[src/design/sba_pkg.sv]
package sba_pkg;

  localparam int unsigned InTdataW  = 56;
  localparam int unsigned OutTdataW = 72;

  localparam logic [1:0] STATUS_OK      = 2'd0;
  localparam logic [1:0] STATUS_TOO_BIG = 2'd1;
  localparam logic [1:0] STATUS_NO_SLOT = 2'd2;

  localparam logic [1:0] CFG_OBJ_SIZE   = 2'd0;
  localparam logic [1:0] CFG_INIT_LOG2  = 2'd1;
  localparam logic [1:0] CFG_FIRST_FREE = 2'd2;

  localparam logic [4:0] MIN_SEG_LOG2 = 5'd16;

  typedef struct packed {
    logic [23:0] ids_in_use;
    logic [30:0] size_bytes;
  } req_item_t;

  typedef struct packed {
    logic [34:0] file_extent;
    logic        new_segment;
    logic [25:0] offset_units;
    logic [3:0]  segment;
    logic [1:0]  status;
  } res_item_t;

  typedef struct packed {
    logic        we;
    logic [1:0]  idx;
    logic [15:0] data;
  } cfg_wr_t;

endpackage

[src/design/segmented_bump_allocator.sv]
// Requests pass the input register, then the output register as result beats.
// Throughput: one request per cycle unless the output stalls.
// A full output register does not stop intake while the input register is free.
// Reset clears the allocator to segment 0, base 0, segment size 2^16, offset 0,
// and the registers to obj_size 0, init_seg_log2 16, first_free_offset 0.
module segmented_bump_allocator
  import sba_pkg::*;
#(
  parameter int unsigned MAX_SEG_LOG2 = 30,
  parameter int unsigned SEG_SLOTS    = 16
) (
  input  logic                 clk_i,
  input  logic                 rst_ni,
  input  logic                 s_axis_tvalid,
  output logic                 s_axis_tready,
  // size_bytes[30:0], ids_in_use[54:31], zero pad[55]
  input  logic [InTdataW-1:0]  s_axis_tdata,
  output logic                 m_axis_tvalid,
  input  logic                 m_axis_tready,
  // status[1:0], segment[5:2], offset_units[31:6], new_segment[32],
  // file_extent[67:33], zero pad[71:68]
  output logic [OutTdataW-1:0] m_axis_tdata,
  input  logic                 cfg_we_i,
  input  logic [1:0]           cfg_idx_i,
  input  logic [15:0]          cfg_data_i
);

  logic      in_valid;
  logic      out_ready;
  logic [$bits(req_item_t)-1:0] in_data;
  logic [$bits(res_item_t)-1:0] out_data;
  req_item_t req;
  res_item_t res;
  cfg_wr_t   cfg;

  assign cfg.we   = cfg_we_i;
  assign cfg.idx  = cfg_idx_i;
  assign cfg.data = cfg_data_i;

  sba_stage #(
    .WIDTH ($bits(req_item_t))
  ) u_in_stage (
    .clk_i   (clk_i),
    .rst_ni  (rst_ni),
    .valid_i (s_axis_tvalid),
    .ready_o (s_axis_tready),
    .data_i  (s_axis_tdata[$bits(req_item_t)-1:0]),
    .valid_o (in_valid),
    .ready_i (out_ready),
    .data_o  (in_data)
  );

  assign req = req_item_t'(in_data);

  sba_core #(
    .MAX_SEG_LOG2 (MAX_SEG_LOG2),
    .SEG_SLOTS    (SEG_SLOTS)
  ) u_core (
    .clk_i  (clk_i),
    .rst_ni (rst_ni),
    .cfg_i  (cfg),
    .fire_i (in_valid && out_ready),
    .req_i  (req),
    .res_o  (res)
  );

  sba_stage #(
    .WIDTH ($bits(res_item_t))
  ) u_out_stage (
    .clk_i   (clk_i),
    .rst_ni  (rst_ni),
    .valid_i (in_valid),
    .ready_o (out_ready),
    .data_i  (res),
    .valid_o (m_axis_tvalid),
    .ready_i (m_axis_tready),
    .data_o  (out_data)
  );

  assign m_axis_tdata = {(OutTdataW - $bits(res_item_t))'(0), out_data};

endmodule

[src/design/sba_stage.sv]
module sba_stage
  import sba_pkg::*;
#(
  parameter int unsigned WIDTH = 8
) (
  input  logic             clk_i,
  input  logic             rst_ni,
  input  logic             valid_i,
  output logic             ready_o,
  input  logic [WIDTH-1:0] data_i,
  output logic             valid_o,
  input  logic             ready_i,
  output logic [WIDTH-1:0] data_o
);

  logic             valid_q;
  logic [WIDTH-1:0] data_q;

  assign ready_o = !valid_q || ready_i;
  assign valid_o = valid_q;
  assign data_o  = data_q;

  always_ff @(posedge clk_i or negedge rst_ni) begin
    if (!rst_ni) begin
      valid_q <= 1'b0;
    end else if (ready_o) begin
      valid_q <= valid_i;
    end
  end

  always_ff @(posedge clk_i) begin
    if (ready_o && valid_i) begin
      data_q <= data_i;
    end
  end

endmodule

[src/design/sba_core.sv]
module sba_core
  import sba_pkg::*;
#(
  parameter int unsigned MAX_SEG_LOG2 = 30,
  parameter int unsigned SEG_SLOTS    = 16
) (
  input  logic      clk_i,
  input  logic      rst_ni,
  input  cfg_wr_t   cfg_i,
  input  logic      fire_i,
  input  req_item_t req_i,
  output res_item_t res_o
);

  localparam int unsigned SL_W = $clog2(MAX_SEG_LOG2 + 1);
  localparam int unsigned SB_W = MAX_SEG_LOG2 + 1;
  localparam int unsigned CS_W = $clog2(SEG_SLOTS);
  localparam logic [32:0] MAX_BYTES = 33'(1) << MAX_SEG_LOG2;
  localparam logic [SL_W-1:0] MAX_L = SL_W'(MAX_SEG_LOG2);

  logic [15:0]     obj_size_q;
  logic [4:0]      init_log2_q;
  logic [11:0]     first_free_q;
  logic [CS_W-1:0] cur_seg_q, cur_seg_d;
  logic [SL_W-1:0] seg_log2_q, seg_log2_d;
  logic [34:0]     seg_base_q, seg_base_d;
  logic [26:0]     next_units_q, next_units_d;

  logic [31:0]     req;
  logic [SB_W-1:0] seg_bytes;
  logic [39:0]     reserved;
  logic [SB_W-1:0] room;
  logic [33:0]     need;
  logic            overflow;
  logic            too_big;
  logic            no_slot;
  logic            opened;
  logic [1:0]      status;
  logic [CS_W:0]   cur_p1;
  logic [SL_W:0]   base_l;
  logic [SL_W-1:0] new_l;
  logic [26:0]     grant;

  function automatic logic [SL_W-1:0] clamp_log2(input logic [4:0] v);
    logic [SL_W-1:0] r;
    if (v < MIN_SEG_LOG2) begin
      r = SL_W'(MIN_SEG_LOG2);
    end else if ({1'b0, v} > 6'(MAX_SEG_LOG2)) begin
      r = MAX_L;
    end else begin
      r = SL_W'(v);
    end
    return r;
  endfunction

  assign req       = ({1'b0, req_i.size_bytes} + 32'd63) & ~32'd63;
  assign seg_bytes = SB_W'(1) << seg_log2_q;
  assign reserved  = 40'(req_i.ids_in_use) * 40'(obj_size_q);
  assign room      = (reserved > 40'(seg_bytes)) ? '0 : seg_bytes - SB_W'(reserved);
  assign need      = 34'({next_units_q, 4'b0000}) + 34'(req);
  assign overflow  = need > 34'(room);
  assign too_big   = 33'(req) > MAX_BYTES;
  assign cur_p1    = {1'b0, cur_seg_q} + (CS_W + 1)'(1);
  assign no_slot   = cur_p1 >= (CS_W + 1)'(SEG_SLOTS);
  assign base_l    = {1'b0, seg_log2_q} + (SL_W + 1)'(1);

  always_comb begin
    new_l = MAX_L;
    for (int k = MAX_SEG_LOG2; k >= 0; k--) begin
      if ((33'(req) <= (33'(1) << k)) && ((SL_W + 1)'(k) >= base_l)) begin
        new_l = SL_W'(k);
      end
    end
  end

  always_comb begin
    status = STATUS_OK;
    opened = 1'b0;
    priority if (overflow && too_big) begin
      status = STATUS_TOO_BIG;
    end else if (overflow && no_slot) begin
      status = STATUS_NO_SLOT;
    end else if (overflow) begin
      opened = 1'b1;
    end
  end

  always_comb begin
    cur_seg_d  = cur_seg_q;
    seg_log2_d = seg_log2_q;
    seg_base_d = seg_base_q;
    grant      = next_units_q;
    if (opened) begin
      cur_seg_d  = cur_p1[CS_W-1:0];
      seg_log2_d = new_l;
      seg_base_d = seg_base_q + 35'(seg_bytes);
      grant      = '0;
    end
    next_units_d = 27'(28'(grant) + 28'(req[31:4]));
  end

  always_comb begin
    res_o.status       = status;
    res_o.segment      = 4'(cur_seg_d);
    res_o.offset_units = (status == STATUS_OK) ? grant[25:0] : '0;
    res_o.new_segment  = opened;
    res_o.file_extent  = seg_base_d + (35'(1) << seg_log2_d);
  end

  always_ff @(posedge clk_i or negedge rst_ni) begin
    if (!rst_ni) begin
      obj_size_q   <= '0;
      init_log2_q  <= MIN_SEG_LOG2;
      first_free_q <= '0;
      cur_seg_q    <= '0;
      seg_log2_q   <= SL_W'(MIN_SEG_LOG2);
      seg_base_q   <= '0;
      next_units_q <= '0;
    end else if (cfg_i.we) begin
      unique case (cfg_i.idx)
        CFG_OBJ_SIZE: begin
          obj_size_q <= cfg_i.data;
        end
        CFG_INIT_LOG2: begin
          init_log2_q  <= cfg_i.data[4:0];
          cur_seg_q    <= '0;
          seg_base_q   <= '0;
          seg_log2_q   <= clamp_log2(cfg_i.data[4:0]);
          next_units_q <= 27'(first_free_q);
        end
        CFG_FIRST_FREE: begin
          first_free_q <= cfg_i.data[11:0];
          cur_seg_q    <= '0;
          seg_base_q   <= '0;
          seg_log2_q   <= clamp_log2(init_log2_q);
          next_units_q <= 27'(cfg_i.data[11:0]);
        end
        default: begin
        end
      endcase
    end else if (fire_i && (status == STATUS_OK)) begin
      cur_seg_q    <= cur_seg_d;
      seg_log2_q   <= seg_log2_d;
      seg_base_q   <= seg_base_d;
      next_units_q <= next_units_d;
    end
  end

endmodule

[config.mk]
export PLATFORM = sky130hd
export DESIGN_NAME = segmented_bump_allocator
export DESIGN_NICKNAME = d
export VERILOG_FILES = /design/src/design/sba_pkg.sv /design/src/design/segmented_bump_allocator.sv /design/src/design/sba_stage.sv /design/src/design/sba_core.sv
export SDC_FILE = /design/constraint.sdc
export NUM_CORES = 2
export LEC_CHECK = 0
export BUFFER_PORTS_ARGS = -buffer_cell sky130_fd_sc_hd__buf_2
export CAP_MARGIN = 25
export CORE_MARGIN = 8
export CORE_UTILIZATION = 55
export CTS_CLUSTER_DIAMETER = 80
export DETAILED_ROUTE_END_ITERATION = 12
export GPL_ROUTABILITY_DRIVEN = 0
export PLACE_DENSITY = 0.7
export SLEW_MARGIN = 20
export SYNTH_ARGS = -nofsm -noshare
export SYNTH_HDL_FRONTEND = slang
export SYNTH_SLANG_ARGS = --single-unit
export TNS_END_PERCENT = 100
[constraint.sdc]
create_clock -name clk_i -period 27.3 [get_ports clk_i]
set_clock_uncertainty 0.2 [all_clocks]
set_input_delay 2.73 -clock clk_i [delete_from_list [all_inputs] [get_ports clk_i]]
set_output_delay 2.73 -clock clk_i [all_outputs]
set_load 0.05 [all_outputs]
Word-level counts from Yosys, hierarchy flattened
Index checks and enable logic that the tools add are counted.
- output and inout bits: 74
- bits in registers: 229
- logic and storage cells: 199
- input port bits: 79
- shifts and indexed selects: 2
- $mul: 1
- muxes and demuxes: 56
- order comparisons: 68
- add/subtract/negate cells: 8
- reduce and logical (&&, ||, !) cells: 48
- eq/ne operators: 4
- operator list (cell ; count):
    5-bit 2-to-1 mux ; 36
    35-bit 2-to-1 mux ; 4
    5-bit by 6-bit greater-or-equal comparator with 1-bit output (first input constant) ; 14
    27-bit 2-to-1 mux ; 3
    27-bit one-hot mux with 2 select lines ; 1
    4-bit by 6-bit greater-or-equal comparator with 1-bit output (first input constant) ; 8
    40-bit by 31-bit > comparator with 1-bit output ; 1
    24-bit by 16-bit multiplier with 40-bit output ; 1
    35-bit by 31-bit adder with 35-bit output ; 1
    35-bit adder ; 1
    1-bit logical AND ; 35
    1-bit by 5-bit << shifter with 35-bit output (first input constant) ; 1
    34-bit by 31-bit > comparator with 1-bit output ; 1
    31-bit by 32-bit adder with 33-bit output ; 1
    31-bit by 6-bit adder with 32-bit output (second input constant) ; 1
    32-bit by 31-bit > comparator with 1-bit output (second input constant) ; 1
    32-bit by 1-bit <= comparator with 1-bit output (second input constant) ; 1
    32-bit by 10-bit <= comparator with 1-bit output (second input constant) ; 1
    32-bit by 11-bit <= comparator with 1-bit output (second input constant) ; 1
    32-bit by 12-bit <= comparator with 1-bit output (second input constant) ; 1
    32-bit by 13-bit <= comparator with 1-bit output (second input constant) ; 1
    32-bit by 14-bit <= comparator with 1-bit output (second input constant) ; 1
    32-bit by 15-bit <= comparator with 1-bit output (second input constant) ; 1
    32-bit by 16-bit <= comparator with 1-bit output (second input constant) ; 1
    other kinds (48) ; 69

Logic depth before layout (Yosys ltp)
- word-level depth: 36
- mapped depth: 69
- depth with buffers taken out: 67

Cells and area by module
A second synthesis with hierarchy kept.
- cells, all modules: 3670
- area total of the unflattened synthesis: 32316.0 µm²
- modules (own cells, without submodules) (module ; cells each ; area each (µm²) ; seq. area each (µm²) ; times used):
    sba_core ; 3533 ; 28474.8 ; 2605.0 ; 1
    sba_stage at u_out_stage ; 72 ; 2095.8 ; 2067.0 ; 1
    sba_stage at u_in_stage ; 59 ; 1705.4 ; 1676.6 ; 1
    segmented_bump_allocator ; 6 ; 40.0 ; 0.0 ; 1

Worst setup path after synthesis
Ideal clock, no wire load.
- kind: reg2reg
- start: register u_in_stage.data_q[41], in the netlist u_in_stage.data_o[41]
- end: register u_out_stage.data_q[67], in the netlist u_out_stage.data_o[67] (data pin)
- cell stages (with the launch flop): 67
- setup time: 261 ps
- required time: 26839 ps
- buffers on the path: 3
- setup slack: 13128 ps
- period minus slack after synthesis: 14172 ps
- data arrival time: 13711 ps
- cells stage by stage: edfxtp_1 -> clkbuf_1 -> nand2_1 -> fa_1 -> inv_1 -> fa_1 -> inv_1 -> fa_1 -> inv_1 -> fa_1 -> inv_1 -> fa_1 -> fa_1 -> inv_1 -> ha_1 -> buf_2 -> a21oi_1 -> o21ai_0 -> (+31 left out) -> mux2i_4 -> nor2_1 -> a2bb2oi_2 -> nor2_1 -> ha_1 -> o21a_1 -> o21ai_0 -> o21ba_2 -> o21ai_1 -> a211oi_1 -> o211ai_1 -> a31oi_1 -> a41o_1 -> o41ai_1 -> o21ai_0 -> and3b_1 -> nor4_2 -> xnor2_1
- RTL lines (element ; line ; source):
    start: declaration ; sba_stage.sv:17 ; logic [WIDTH-1:0] data_q;
    start signal: assignment ; sba_stage.sv:33 ; data_q <= data_i;
    end signal: assignment ; sba_stage.sv:33 ;
    end: declaration ; sba_stage.sv:17 ;

==> results.py <==
metrics = {
    "setup_path": {
        "required_ns": 27.48,
        "critPathLaunchType": "flop",
        "cp.arrival_ns": 18.87,
        "crit_fanout": 31,
        "setup.worst_path.class": "flop to flop",
        "critPathSlowestCell": "dfrtp_1",
        "critPathTopFamily": "simple AND/OR/NAND/NOR gates",
        "cp_num_buf_inv": 5,
        "slowest_delay_ns": 0.99,
        "critPathCaptureType": "flop",
    },
    "global_routing": {
        "grt_pass1_wl_um": 141000,
        "grtUsageTotal_pct": 25.8,
        "antenna_found_initial": 6,
        "overflow": 0,
        "grt_pass1_vias": 26200,
        "grt_start_max_net_pins": 66,
    },
    "clock_tree": {
        "cts_buffers": 30,
        "cts_tree": "yes",
        "clock_latency_ns": 0.63,
        "postCtsResizedCells": 0,
        "post_cts_buffers": 0,
        "ctsLongestPathBuffers": 3,
        "cts_sinks": 229,
        "root_buffer": "clkbuf_16",
        "h-tree-depth": 1,
        "clk_pin_slew_ns": 0.07,
        "hold_buffers": 0,
    },
    "timing": {
        "timing.final.crit_share_pct": 68.5,
        "rsz0062_at_grt": "no",
        "tightest_slew_ns": 1.05,
        "setup_viol": 0,
        "fmax_ghz": 0.0535,
        "slew_violations": 0,
        "finalHoldViolCount": 0,
        "setup_tns_ns": 0,
        "post-route-min-period_ns": 18.69,
        "maxSlewHeadroom_pct": 29.5,
    },
    "synthesis": {
        "synth_cells": 3606,
        "yosysUniqueCellTypes": 112,
        "synth.avg_cell_area_sq_um": 8.91,
        "synth_ff_type": "edfxtp_1",
        "synth_area_leader_cell": "fa_1",
        "async_reset_ff_share_pct": 46.3,
        "synth-edff-count": 123,
        "synth_seq_area_share_pct": 19.8,
        "synth-seq-cells": 229,
        "synth_top_area_share_pct": 19.4,
        "yosys_warnings": 0,
        "yosys-top-cells-area": "fa_1, ha_1, edfxtp_1, dfrtp_1, inv_1",
        "synth_area_sq_um": 32100,
    },
    "detailed_routing": {
        "top_layer": "met5",
        "drtAntennaViolNets": 0,
        "drc": 0,
        "wire_per_inst_um": 19.2,
        "first_pass_iters": 6,
        "viasPerCell": 5.81,
        "vias": 26000,
        "wl_met2_um": 39500,
        "wl_met3_um": 5480,
        "drt_first_iter_violations": 2094,
        "drt-total-wl_um": 85700,
        "routedLengthMet1_um": 37300,
    },
    "placed_design": {
        "hpwlAfterDp_um": 67600,
        "place.port_buffers": 147,
    },
    "floorplanning": {
        "die_x_um": 258,
        "floorplan.initialDensity_pct": 55.7,
        "fp.coreArea_sq_um": 57700,
        "row_count": 88,
        "fp.dieH_um": 258,
        "ios": 153,
        "dieArea_sq_um": 66400,
    },
    "finish": {
        "areaGrowthSynthToFinish_pct": 7.47,
        "nNetsFinal": 4394,
        "drive_gt1_share_pct": 9.74,
    },
    "outcome": {
        "status": "completed",
    },
    "min_path": {
        "holdCritPathClass": "flop to flop",
    },
    "run": {
        "drv_cap": 0,
    },
}
==> placed cells by master (no fill, tap or decap), types with 34 or more instances in the layout <==
cell type  instances
nor3_1            55
nor2b_1           57
o21a_1            38
dfrtp_1          104
nor2_1           176
buf_2            146
inv_1            484
xor2_1            55
edfxtp_1         123
mux2_2            60
nand2_1          408
fa_1             311
ha_1             323
nand3_1           70
o21ai_0          130
and2_1           197
xnor2_1          123
a22o_1            34
a21oi_1          175
a21o_1            92
==> per-layer routing <==
layer / track usage [%] / up-vias
met2: 41.5 / 847
met4: 9.15 / 4
li1: - / 12300
met1: 35.1 / 12700
met5: 0 / -
met3: 4.08 / 175
==> cell usage after synthesis, types with 17 or more instances <==
master    number
o21bai_1      18
a21o_1        92
nor2b_1       57
ha_1         323
nor3_1        55
fa_1         311
xor2_1        55
or2_2         20
nand3_1       70
and2_1       198
edfxtp_1     123
a211oi_1      17
mux2_2        60
and3_1        29
nand4_1       27
nor4_1        23
a21oi_1      176
inv_1        485
o21a_1        38
nor2_1       176
o21ai_0      130
nand2b_1      30
xnor2_1      123
a22o_1        34
clkbuf_1      91
dfrtp_1      104
o31ai_1       19
or3_1         18
a31oi_1       23
nand2_1      408
==> kinds of logic (layout without fill, tap and decap cells) <==
logic type	count (synthesis)	in the layout	share of synthesized area, %
other cells	1	8	0.0117
simple gates	1172	1172	18.3
fa+ha+maj	634	634	32.0
flops	229	229	19.8
buf+inv	610	706	7.41
xor+xnor	178	178	4.85
mux	74	74	2.59
compound gates	708	708	15.1
==> path summary, 6_finish.rpt <==
| kind | start | to | slack, ns | cells after the start |
|---|---|---|---|---|
| worst min-delay path | u_in_stage.valid_o | u_out_stage.valid_o | 0.29 | 1 |
| worst min register to register | u_in_stage.valid_o | u_out_stage.valid_o | 0.29 | 1 |
| min in group asynchronous | rst_ni | u_core.next_units_q[12] | 1.97 | 1 |
| max in group asynchronous | rst_ni | u_core.seg_base_q[0] | 23.63 | 2 |
| worst max register to register | u_core.obj_size_q[9] | u_out_stage.data_o[67] | 8.61 | 61 |
| worst max-delay path | u_core.obj_size_q[9] | u_out_stage.data_o[67] | 8.61 | 61 |
==> registers in the layout, indices dropped and copies added (netlist names) <==
signal               count
u_in_stage.valid_o       1
u_core.seg_base_q       35
u_core.seg_log2_q        5
u_out_stage.data_o      68
u_core.first_free_q     12
u_core.init_log2_q       5
u_core.obj_size_q       16
u_in_stage.data_o       55
u_core.cur_seg_q         4
u_core.next_units_q     27
u_out_stage.valid_o      1
==> area by class of cell <==
class                      instances  area [sq um]
antenna                            4          10.0
clock buffer                      33           772
clock inverter                    23           307
fill                            5242         23200
inverter                         486          1830
multi-input combinational       2770         23400
sequential                       229          6350
tap                              765           957
timing repair buffer             164           873
==> per-stage QoR <==
stage / worst slack, ns / instances / area [sq um] / utilization [%] / hold WS, ns
2_1_floorplan: 13.13 / 3609 / 32100 / - / 0.257
3_3_place_gp: 9.08 / 4413 / 33400 / 57.9 / 0.268
3_5_place_dp: 8.94 / 4413 / 33400 / 57.9 / 0.277
4_1_cts: 8.89 / 4469 / 34500 / 59.8 / 0.292
5_1_grt: 7.34 / 4470 / 34500 / 59.8 / 0.324
6_report: 8.61 / 4474 / 34500 / 59.8 / 0.292
Power is left out: the tool's default activity adds up to more than one toggle a clock period on the data nets, which glitch-free logic cannot reach.
